### config.mk
export PLATFORM = sky130hd
export DESIGN_NAME = letter_order_from_sorted_words_top
export DESIGN_NICKNAME = d
export VERILOG_FILES = /design/src/lofsw_pkg.sv /design/src/lofsw_ram.sv /design/src/letter_order_from_sorted_words_top.sv
export SDC_FILE = /design/constraint.sdc
export NUM_CORES = 2
export LEC_CHECK = 0
export ABC_AREA = 1
export BUFFER_PORTS_ARGS = -buffer_cell sky130_fd_sc_hd__buf_2
export CORE_AREA = 2 2 415 500
export CTS_CLUSTER_SIZE = 10
export DETAILED_ROUTE_END_ITERATION = 10
export DIE_AREA = 0 0 417 502
export PLACE_DENSITY_LB_ADDON = 0.25
export SKIP_CTS_REPAIR_TIMING = 1
export SYNTH_ARGS = -nofsm -noshare
export SYNTH_HDL_FRONTEND = slang
export SYNTH_SLANG_ARGS = --single-unit
### constraint.sdc
create_clock -name clk -period 15.65 [get_ports clk]
set_input_delay 3.13 -clock clk [delete_from_list [all_inputs] [get_ports clk]]
set_output_delay 3.13 -clock clk [all_outputs]
set_load 0.02 [all_outputs]
### src/lofsw_pkg.sv
`default_nettype none
// ----------------------------------------------------------------------------
// lofsw_pkg
// shared types and constants for the letter order block
// ----------------------------------------------------------------------------
package lofsw_pkg;

    localparam int MAX_WORD_LEN_DEF = 128;
    localparam int NODES            = 27;
    localparam int NODE_W           = 5;
    localparam int LETTER_W         = 5;
    localparam logic [LETTER_W-1:0] LAST_LETTER = 5'd25;
    localparam logic [NODE_W-1:0]   END_NODE    = 5'd0;
    localparam logic [NODE_W-1:0]   NODE_LIMIT  = 5'd27;

    typedef enum logic [2:0] {
        S_IDLE,
        S_CMP,
        S_ROOT,
        S_WALK,
        S_EMIT,
        S_FAIL
    } state_t;

endpackage
`default_nettype wire

### src/lofsw_ram.sv
`default_nettype none
// ----------------------------------------------------------------------------
// lofsw_ram
// generic single write, single read ram with registered read data
// ----------------------------------------------------------------------------
module lofsw_ram #(
    parameter int WIDTH = 5,
    parameter int DEPTH = 256
) (
    input  wire logic                     clk,
    input  wire logic                     wr_en,
    input  wire logic [$clog2(DEPTH)-1:0] wr_addr,
    input  wire logic [WIDTH-1:0]         wr_data,
    input  wire logic                     rd_en,
    input  wire logic [$clog2(DEPTH)-1:0] rd_addr,
    output logic      [WIDTH-1:0]         rd_data
);

    logic [WIDTH-1:0] mem [DEPTH];

    always_ff @(posedge clk)
    begin
        if (wr_en)
        begin
            mem[wr_addr] <= wr_data;
        end
        if (rd_en)
        begin
            rd_data <= mem[rd_addr];
        end
    end

endmodule
`default_nettype wire

### src/letter_order_from_sorted_words_top.sv
`default_nettype none
// ----------------------------------------------------------------------------
// letter_order_from_sorted_words_top
// compares each word with the previous one to collect letter precedence
// edges, then runs a depth-first topological sort at list end
// ----------------------------------------------------------------------------
// per letter beat: word store read, then compare and write
// list end: depth-first walk, one edge bit tested per cycle
// output: 26 order beats or one impossible beat, held while out_stall is high
// input: stalled until the last letter beat is compared, and during the walk and output
// reset: asynchronous, clears all control state and the edge matrix
// ----------------------------------------------------------------------------
module letter_order_from_sorted_words_top
    import lofsw_pkg::*;
#(
    parameter int MAX_WORD_LEN = MAX_WORD_LEN_DEF
) (
    input  wire logic                clk,
    input  wire logic                rst_n,
    input  wire logic                in_valid,
    output logic                     in_stall,
    input  wire logic [LETTER_W-1:0] letter,
    input  wire logic                word_end,
    input  wire logic                list_end,
    output logic                     out_valid,
    input  wire logic                out_stall,
    output logic      [LETTER_W-1:0] order_letter,
    output logic                     impossible,
    output logic                     last
);

    localparam int PW        = $clog2(MAX_WORD_LEN + 1);
    localparam int AW        = (MAX_WORD_LEN > 1) ? $clog2(MAX_WORD_LEN) : 1;
    localparam int RAM_DEPTH = 2 ** (AW + 1);
    localparam logic [PW-1:0] LEN_LIMIT = PW'(MAX_WORD_LEN);

    state_t state_reg, state_next;

    logic [LETTER_W-1:0] let_reg;
    logic                wend_reg, lend_reg;
    logic                sel_reg, sel_next;
    logic [PW-1:0]       pos_reg, pos_next;
    logic [PW-1:0]       plen_reg, plen_next;
    logic                first_reg, first_next;
    logic                peq_reg, peq_next;
    logic                fail_reg, fail_next;

    logic [NODES-1:0]    edge_rows_reg [NODES];
    logic [NODES-1:0]    edge_rows_next [NODES];
    logic [NODES-1:0]    gray_reg, gray_next;
    logic [NODES-1:0]    black_reg, black_next;
    logic [NODE_W-1:0]   stk_node_reg [NODES];
    logic [NODE_W-1:0]   stk_node_next [NODES];
    logic [NODE_W-1:0]   stk_nxt_reg [NODES];
    logic [NODE_W-1:0]   stk_nxt_next [NODES];
    logic [NODE_W-1:0]   order_reg [NODES];
    logic [NODE_W-1:0]   order_next [NODES];
    logic [NODE_W-1:0]   root_reg, root_next;
    logic [NODE_W-1:0]   depth_reg, depth_next;
    logic [NODE_W-1:0]   done_reg, done_next;
    logic [NODE_W-1:0]   emit_k_reg, emit_k_next;

    logic                out_valid_reg, out_valid_next;
    logic [LETTER_W-1:0] out_letter_reg, out_letter_next;
    logic                out_imp_reg, out_imp_next;
    logic                out_last_reg, out_last_next;

    logic                in_acc;
    logic [LETTER_W-1:0] let_clamp;
    logic [LETTER_W-1:0] rd_data;
    logic                wr_en;
    logic [AW:0]         wr_addr, rd_addr;

    logic                in_rng, cmp_act, beyond, add_e, peq_after, any_end, fail_now;
    logic [PW-1:0]       pos_after;
    logic [NODE_W-1:0]   e_from, e_to;

    logic [NODE_W-1:0]   top, cur_v, cur_i;
    logic                at_end, has_e, tgt_gray, tgt_open;

    logic [NODE_W-1:0]   ord_k;
    logic                is_last, load_ok, emit_load;

    assign in_stall  = (state_reg != S_IDLE);
    assign in_acc    = in_valid && !in_stall;
    assign let_clamp = (letter > LAST_LETTER) ? LAST_LETTER : letter;

    // word store: two buffers, current and previous word
    assign rd_addr = {~sel_reg, pos_reg[AW-1:0]};
    assign wr_addr = {sel_reg, pos_reg[AW-1:0]};
    assign wr_en   = (state_reg == S_CMP) && in_rng;

    lofsw_ram #(
        .WIDTH (LETTER_W),
        .DEPTH (RAM_DEPTH)
    ) u_word_ram (
        .clk     (clk),
        .wr_en   (wr_en),
        .wr_addr (wr_addr),
        .wr_data (let_reg),
        .rd_en   (in_acc),
        .rd_addr (rd_addr),
        .rd_data (rd_data)
    );

    // compare step
    assign in_rng    = (pos_reg < LEN_LIMIT);
    assign cmp_act   = in_rng && !first_reg && peq_reg;
    assign beyond    = (pos_reg >= plen_reg);
    assign add_e     = cmp_act && (beyond || (rd_data != let_reg));
    assign e_from    = beyond ? END_NODE : (rd_data + NODE_W'(1));
    assign e_to      = let_reg + NODE_W'(1);
    assign peq_after = peq_reg && !add_e;
    assign pos_after = in_rng ? (pos_reg + PW'(1)) : pos_reg;
    assign any_end   = wend_reg || lend_reg;
    assign fail_now  = fail_reg
                       || (!first_reg && peq_after && (pos_after < plen_reg));

    // walk step
    assign top      = depth_reg - NODE_W'(1);
    assign cur_v    = stk_node_reg[top];
    assign cur_i    = stk_nxt_reg[top];
    assign at_end   = (cur_i == NODE_LIMIT);
    assign has_e    = !at_end && edge_rows_reg[cur_v][cur_i];
    assign tgt_gray = gray_reg[cur_i] && !black_reg[cur_i];
    assign tgt_open = !gray_reg[cur_i];

    // emit step
    assign ord_k     = order_reg[emit_k_reg];
    assign is_last   = (emit_k_reg == '0)
                       || ((emit_k_reg == NODE_W'(1)) && (order_reg[0] == END_NODE));
    assign load_ok   = !out_valid_reg || !out_stall;
    assign emit_load = (state_reg == S_EMIT) && load_ok && (ord_k != END_NODE);

    always_comb
    begin
        state_next = state_reg;
        unique case (state_reg)
            S_IDLE:
            begin
                if (in_acc)
                begin
                    state_next = S_CMP;
                end
            end
            S_CMP:
            begin
                if (any_end && lend_reg)
                begin
                    state_next = fail_now ? S_FAIL : S_ROOT;
                end
                else
                begin
                    state_next = S_IDLE;
                end
            end
            S_ROOT:
            begin
                if (root_reg == NODE_LIMIT)
                begin
                    state_next = S_EMIT;
                end
                else if (!gray_reg[root_reg])
                begin
                    state_next = S_WALK;
                end
            end
            S_WALK:
            begin
                if (at_end)
                begin
                    if (depth_reg == NODE_W'(1))
                    begin
                        state_next = S_ROOT;
                    end
                end
                else if (has_e && tgt_gray)
                begin
                    state_next = S_FAIL;
                end
            end
            S_EMIT:
            begin
                if (emit_load && is_last)
                begin
                    state_next = S_IDLE;
                end
            end
            S_FAIL:
            begin
                if (load_ok)
                begin
                    state_next = S_IDLE;
                end
            end
            default:
            begin
                state_next = S_IDLE;
            end
        endcase
    end

    always_comb
    begin
        sel_next        = sel_reg;
        pos_next        = pos_reg;
        plen_next       = plen_reg;
        first_next      = first_reg;
        peq_next        = peq_reg;
        fail_next       = fail_reg;
        edge_rows_next  = edge_rows_reg;
        gray_next       = gray_reg;
        black_next      = black_reg;
        stk_node_next   = stk_node_reg;
        stk_nxt_next    = stk_nxt_reg;
        order_next      = order_reg;
        root_next       = root_reg;
        depth_next      = depth_reg;
        done_next       = done_reg;
        emit_k_next     = emit_k_reg;
        out_valid_next  = out_valid_reg && out_stall;
        out_letter_next = out_letter_reg;
        out_imp_next    = out_imp_reg;
        out_last_next   = out_last_reg;

        unique case (state_reg)
            S_IDLE:
            begin
            end
            S_CMP:
            begin
                if (add_e)
                begin
                    edge_rows_next[e_from][e_to] = 1'b1;
                end
                if (cmp_act)
                begin
                    peq_next = peq_after;
                end
                pos_next = pos_after;
                if (any_end)
                begin
                    fail_next  = fail_now;
                    plen_next  = pos_after;
                    sel_next   = ~sel_reg;
                    pos_next   = '0;
                    first_next = 1'b0;
                    peq_next   = 1'b1;
                end
            end
            S_ROOT:
            begin
                if (root_reg == NODE_LIMIT)
                begin
                    emit_k_next = NODE_LIMIT - NODE_W'(1);
                end
                else if (!gray_reg[root_reg])
                begin
                    gray_next[root_reg] = 1'b1;
                    stk_node_next[0]    = root_reg;
                    stk_nxt_next[0]     = '0;
                    depth_next          = NODE_W'(1);
                end
                else
                begin
                    root_next = root_reg + NODE_W'(1);
                end
            end
            S_WALK:
            begin
                if (at_end)
                begin
                    black_next[cur_v]   = 1'b1;
                    order_next[done_reg] = cur_v;
                    done_next           = done_reg + NODE_W'(1);
                    depth_next          = top;
                end
                else
                begin
                    stk_nxt_next[top] = cur_i + NODE_W'(1);
                    if (has_e && tgt_open)
                    begin
                        gray_next[cur_i]         = 1'b1;
                        stk_node_next[depth_reg] = cur_i;
                        stk_nxt_next[depth_reg]  = '0;
                        depth_next               = depth_reg + NODE_W'(1);
                    end
                end
            end
            S_EMIT:
            begin
                if (load_ok)
                begin
                    if (ord_k != END_NODE)
                    begin
                        out_valid_next  = 1'b1;
                        out_letter_next = ord_k - NODE_W'(1);
                        out_imp_next    = 1'b0;
                        out_last_next   = is_last;
                    end
                    emit_k_next = emit_k_reg - NODE_W'(1);
                end
            end
            S_FAIL:
            begin
                if (load_ok)
                begin
                    out_valid_next  = 1'b1;
                    out_letter_next = '0;
                    out_imp_next    = 1'b1;
                    out_last_next   = 1'b1;
                end
            end
            default:
            begin
            end
        endcase

        // end of run: compare and walk state and the edge matrix cleared as at reset
        if (((state_reg == S_EMIT) && emit_load && is_last)
            || ((state_reg == S_FAIL) && load_ok))
        begin
            sel_next   = 1'b0;
            pos_next   = '0;
            plen_next  = '0;
            first_next = 1'b1;
            peq_next   = 1'b1;
            fail_next  = 1'b0;
            gray_next  = '0;
            black_next = '0;
            root_next  = '0;
            depth_next = '0;
            done_next  = '0;
            for (int n = 0; n < NODES; n++)
            begin
                edge_rows_next[n] = '0;
            end
        end
    end

    always_ff @(posedge clk or negedge rst_n)
    begin
        if (!rst_n)
        begin
            state_reg     <= S_IDLE;
            sel_reg       <= 1'b0;
            pos_reg       <= '0;
            plen_reg      <= '0;
            first_reg     <= 1'b1;
            peq_reg       <= 1'b1;
            fail_reg      <= 1'b0;
            gray_reg      <= '0;
            black_reg     <= '0;
            root_reg      <= '0;
            depth_reg     <= '0;
            done_reg      <= '0;
            emit_k_reg    <= '0;
            out_valid_reg <= 1'b0;
            for (int n = 0; n < NODES; n++)
            begin
                edge_rows_reg[n] <= '0;
            end
        end
        else
        begin
            state_reg     <= state_next;
            sel_reg       <= sel_next;
            pos_reg       <= pos_next;
            plen_reg      <= plen_next;
            first_reg     <= first_next;
            peq_reg       <= peq_next;
            fail_reg      <= fail_next;
            gray_reg      <= gray_next;
            black_reg     <= black_next;
            root_reg      <= root_next;
            depth_reg     <= depth_next;
            done_reg      <= done_next;
            emit_k_reg    <= emit_k_next;
            out_valid_reg <= out_valid_next;
            edge_rows_reg <= edge_rows_next;
        end
    end

    // payload registers
    always_ff @(posedge clk)
    begin
        if (in_acc)
        begin
            let_reg  <= let_clamp;
            wend_reg <= word_end;
            lend_reg <= list_end;
        end
        stk_node_reg   <= stk_node_next;
        stk_nxt_reg    <= stk_nxt_next;
        order_reg      <= order_next;
        out_letter_reg <= out_letter_next;
        out_imp_reg    <= out_imp_next;
        out_last_reg   <= out_last_next;
    end

    assign out_valid    = out_valid_reg;
    assign order_letter = out_letter_reg;
    assign impossible   = out_imp_reg;
    assign last         = out_last_reg;

endmodule
`default_nettype wire

==> results.cfg <==
[sta]
slew_headroom = 0.08537
final_hold_viol_count = 0
fin_skew_ps = 98.75
drv_slew = 0
setup_viol = 0
rsz0062_at_grt = false
fin_crit_sh = 0.6180
fmax_mhz = 103.4
min_period_ps = 9672
tightest_slew_ps = 1337
timing.setup.tns_ps = 0

[die]
io_pins = 20
fp.dieH_um = 502
dieArea_um2 = 209300
die_w_um = 417
core_um2 = 204300
start_util = 0.5484
rows = 182

[yosys]
syn_nets = 11630
yosysWarnings = 0
ys_async_sr_fraction = 0.3267
ys_top_cells_by_area = edfxtp_1 (46%), dfrtp_1 (18%), nand2_1 (8.1%)
syn_area_um2 = 112000
post_synth.cell_area_avg_um2 = 9.680
synth_edf_count = 1704
synth_top_area_cell = edfxtp_1
synth_top_area_share = 0.4568
synth_ff_type = edfxtp_1
ys_ff_latch = 2531
synth_cell_type_count = 61
synthCells = 11570
synth_seq_area_share = 0.6416

[routing]
wire_per_inst_um = 23.31
drcViolationCount = 2
via_per_inst = 6.068
vias = 85530
wl_um = 328600
firstDrtPassIters = 9
first_iter_violations = 10710
antenna_left = 0

[cts]
cts_buffers = 306
cts_tree = done
cts.sinks = 2531
cts_buffer_depth = 4
clkTransAtPathRegs_ps = 60
cts-root-buf = clkbuf_16
clk_latency_ps = 980
h-tree-depth = 5

[global_routing]
grt_pass1_wl_um = 499200
grt_start_max_net_pins = 248
grt_util_all_layers = 0.3105
grt_pass1_vias = 82620
antenna_found_initial = 4
overflow = 0

[cells_and_area]
areaGrowthSynthToFinish_pct = 9.386
drive_gt1_frac = 0.06372
layout.nets = 11390
layout_common_cells = nand2_1 (2416), nor2_1 (2096), edfxtp_1 (1704)
largest_reg_flops = 1280
final_common_cell = nand2_1

[placed_design]
port_buffers = 19
gp_congestion = 0.9104
dp.final_hpwl_um = 185500

[run_status]
violations = DRC
outcome = finished, violations left

[min_path]
hold_depth = 2
hold_path_class = reg2reg
holdPathEnd = edge_rows_reg[496]$_DFFE_PN0P_
worst_hold_startpoint = edge_rows_reg[496]$_DFFE_PN0P_

[worst_setup_path]
r2r_slack_ps = 5980
slowest_stage = buf_4
worstPathMaxFanout = 77
cp.required_ps = 16240
reg2reg_to = stk_node_reg[132]$_DFFE_PP_
worstSetupEndpointType = register
worstRegToRegCells = 29
slowest_delay_ps = 840
critPathKind = reg2reg
startpoint_type = register
crit_arrival_ps = 10260
reg2reg_from = depth_reg[0]$_DFFE_PN0P_

[flow_run]
cap_violations = 0
[synthesized netlist by cell type, types with 39 or more instances]
cell,number
or2_2,40
clkbuf_1,545
buf_2,107
a221oi_1,44
o22ai_1,399
edfxtp_1,1704
nor2_1,2146
o21ai_0,956
o21ai_1,39
nand3_1,191
inv_1,725
nand4_1,64
dfrtp_1,825
a21oi_1,925
nand2_1,2427
ha_1,42
[area by class of cell]
| class | instances | area [um^2] |
|---|---|---|
| antenna | 3 | 7.507 |
| clock buffer | 386 | 8189 |
| clock inverter | 6 | 60.06 |
| fill | 16560 | 81730 |
| inverter | 758 | 2867 |
| multi-input combinational | 7562 | 34650 |
| sequential | 2531 | 71880 |
| tap | 2668 | 3338 |
| timing repair buffer | 182 | 1541 |
[metrics by stage]
stage               cell area [um^2]  cells  setup WS (ps)  utilization  hold slack (ps)
floorplan                     112000  11570           8276            -            453.0
global placement              114300  13700           6217       0.5595            467.1
detailed placement            114300  13700           6258       0.5595            473.5
CTS                           122500  14090           6218       0.5998            487.0
global route                  122500  14090           5479       0.5999            504.5
finish                        122500  14100           5978       0.5999            483.9
[kinds of logic (layout without fill, tap and decap cells)]
family,after synthesis,after routing,synth area share
adder cells (fa/ha/maj),42,42,0.004691
multiplexers,11,11,0.0009830
AO/OA/AOI/OAI,2502,2502,0.1223
XOR/XNOR,11,11,0.0008601
buffers and inverters,1479,1332,0.05255
flip-flops,2531,2531,0.6416
AND/OR/NAND/NOR,4996,4996,0.1771
other,0,3,0
[worst max-delay path, delay by kind of cell, from the launching register on]
kind / cells / cell delay [ps]
simple gates: 21 / 4740
compound gates: 1 / 90
fa+ha+maj: 1 / 390
flops: 1 / 690
buf+inv: 6 / 3190
[per-layer routing]
| layer | track usage | up-vias | share of wire |
|---|---|---|---|
| li1 | - | 38480 | - |
| met1 | 0.3988 | 41380 | 0.38 |
| met2 | 0.5017 | 4645 | 0.47 |
| met3 | 0.05808 | 1025 | 0.096 |
| met4 | 0.1676 | 0 | 0.059 |
| met5 | 0 | - | 0 |
[how the worst max path moves through the flow]
stage	from	endpoint	slack, ps	cells past startpoint
2_1_floorplan	depth_reg[0]$_DFFE_PN0P_	state_reg[0]$_DFFE_PN0P_	8280	32
5_1_grt	depth_reg[0]$_DFFE_PN0P_	stk_node_reg[134]$_DFFE_PP_	5480	30
4_1_cts	depth_reg[0]$_DFFE_PN0P_	stk_node_reg[132]$_DFFE_PP_	6220	30
3_3_place_gp	depth_reg[0]$_DFFE_PN0P_	stk_node_reg[130]$_DFFE_PP_	6220	30
6_report	depth_reg[0]$_DFFE_PN0P_	stk_node_reg[132]$_DFFE_PP_	5980	29
3_5_place_dp	depth_reg[0]$_DFFE_PN0P_	stk_node_reg[131]$_DFFE_PP_	6260	30
Power is not shown: default switching activity piles up to over one toggle a cycle in this logic, so the estimate is an artifact.
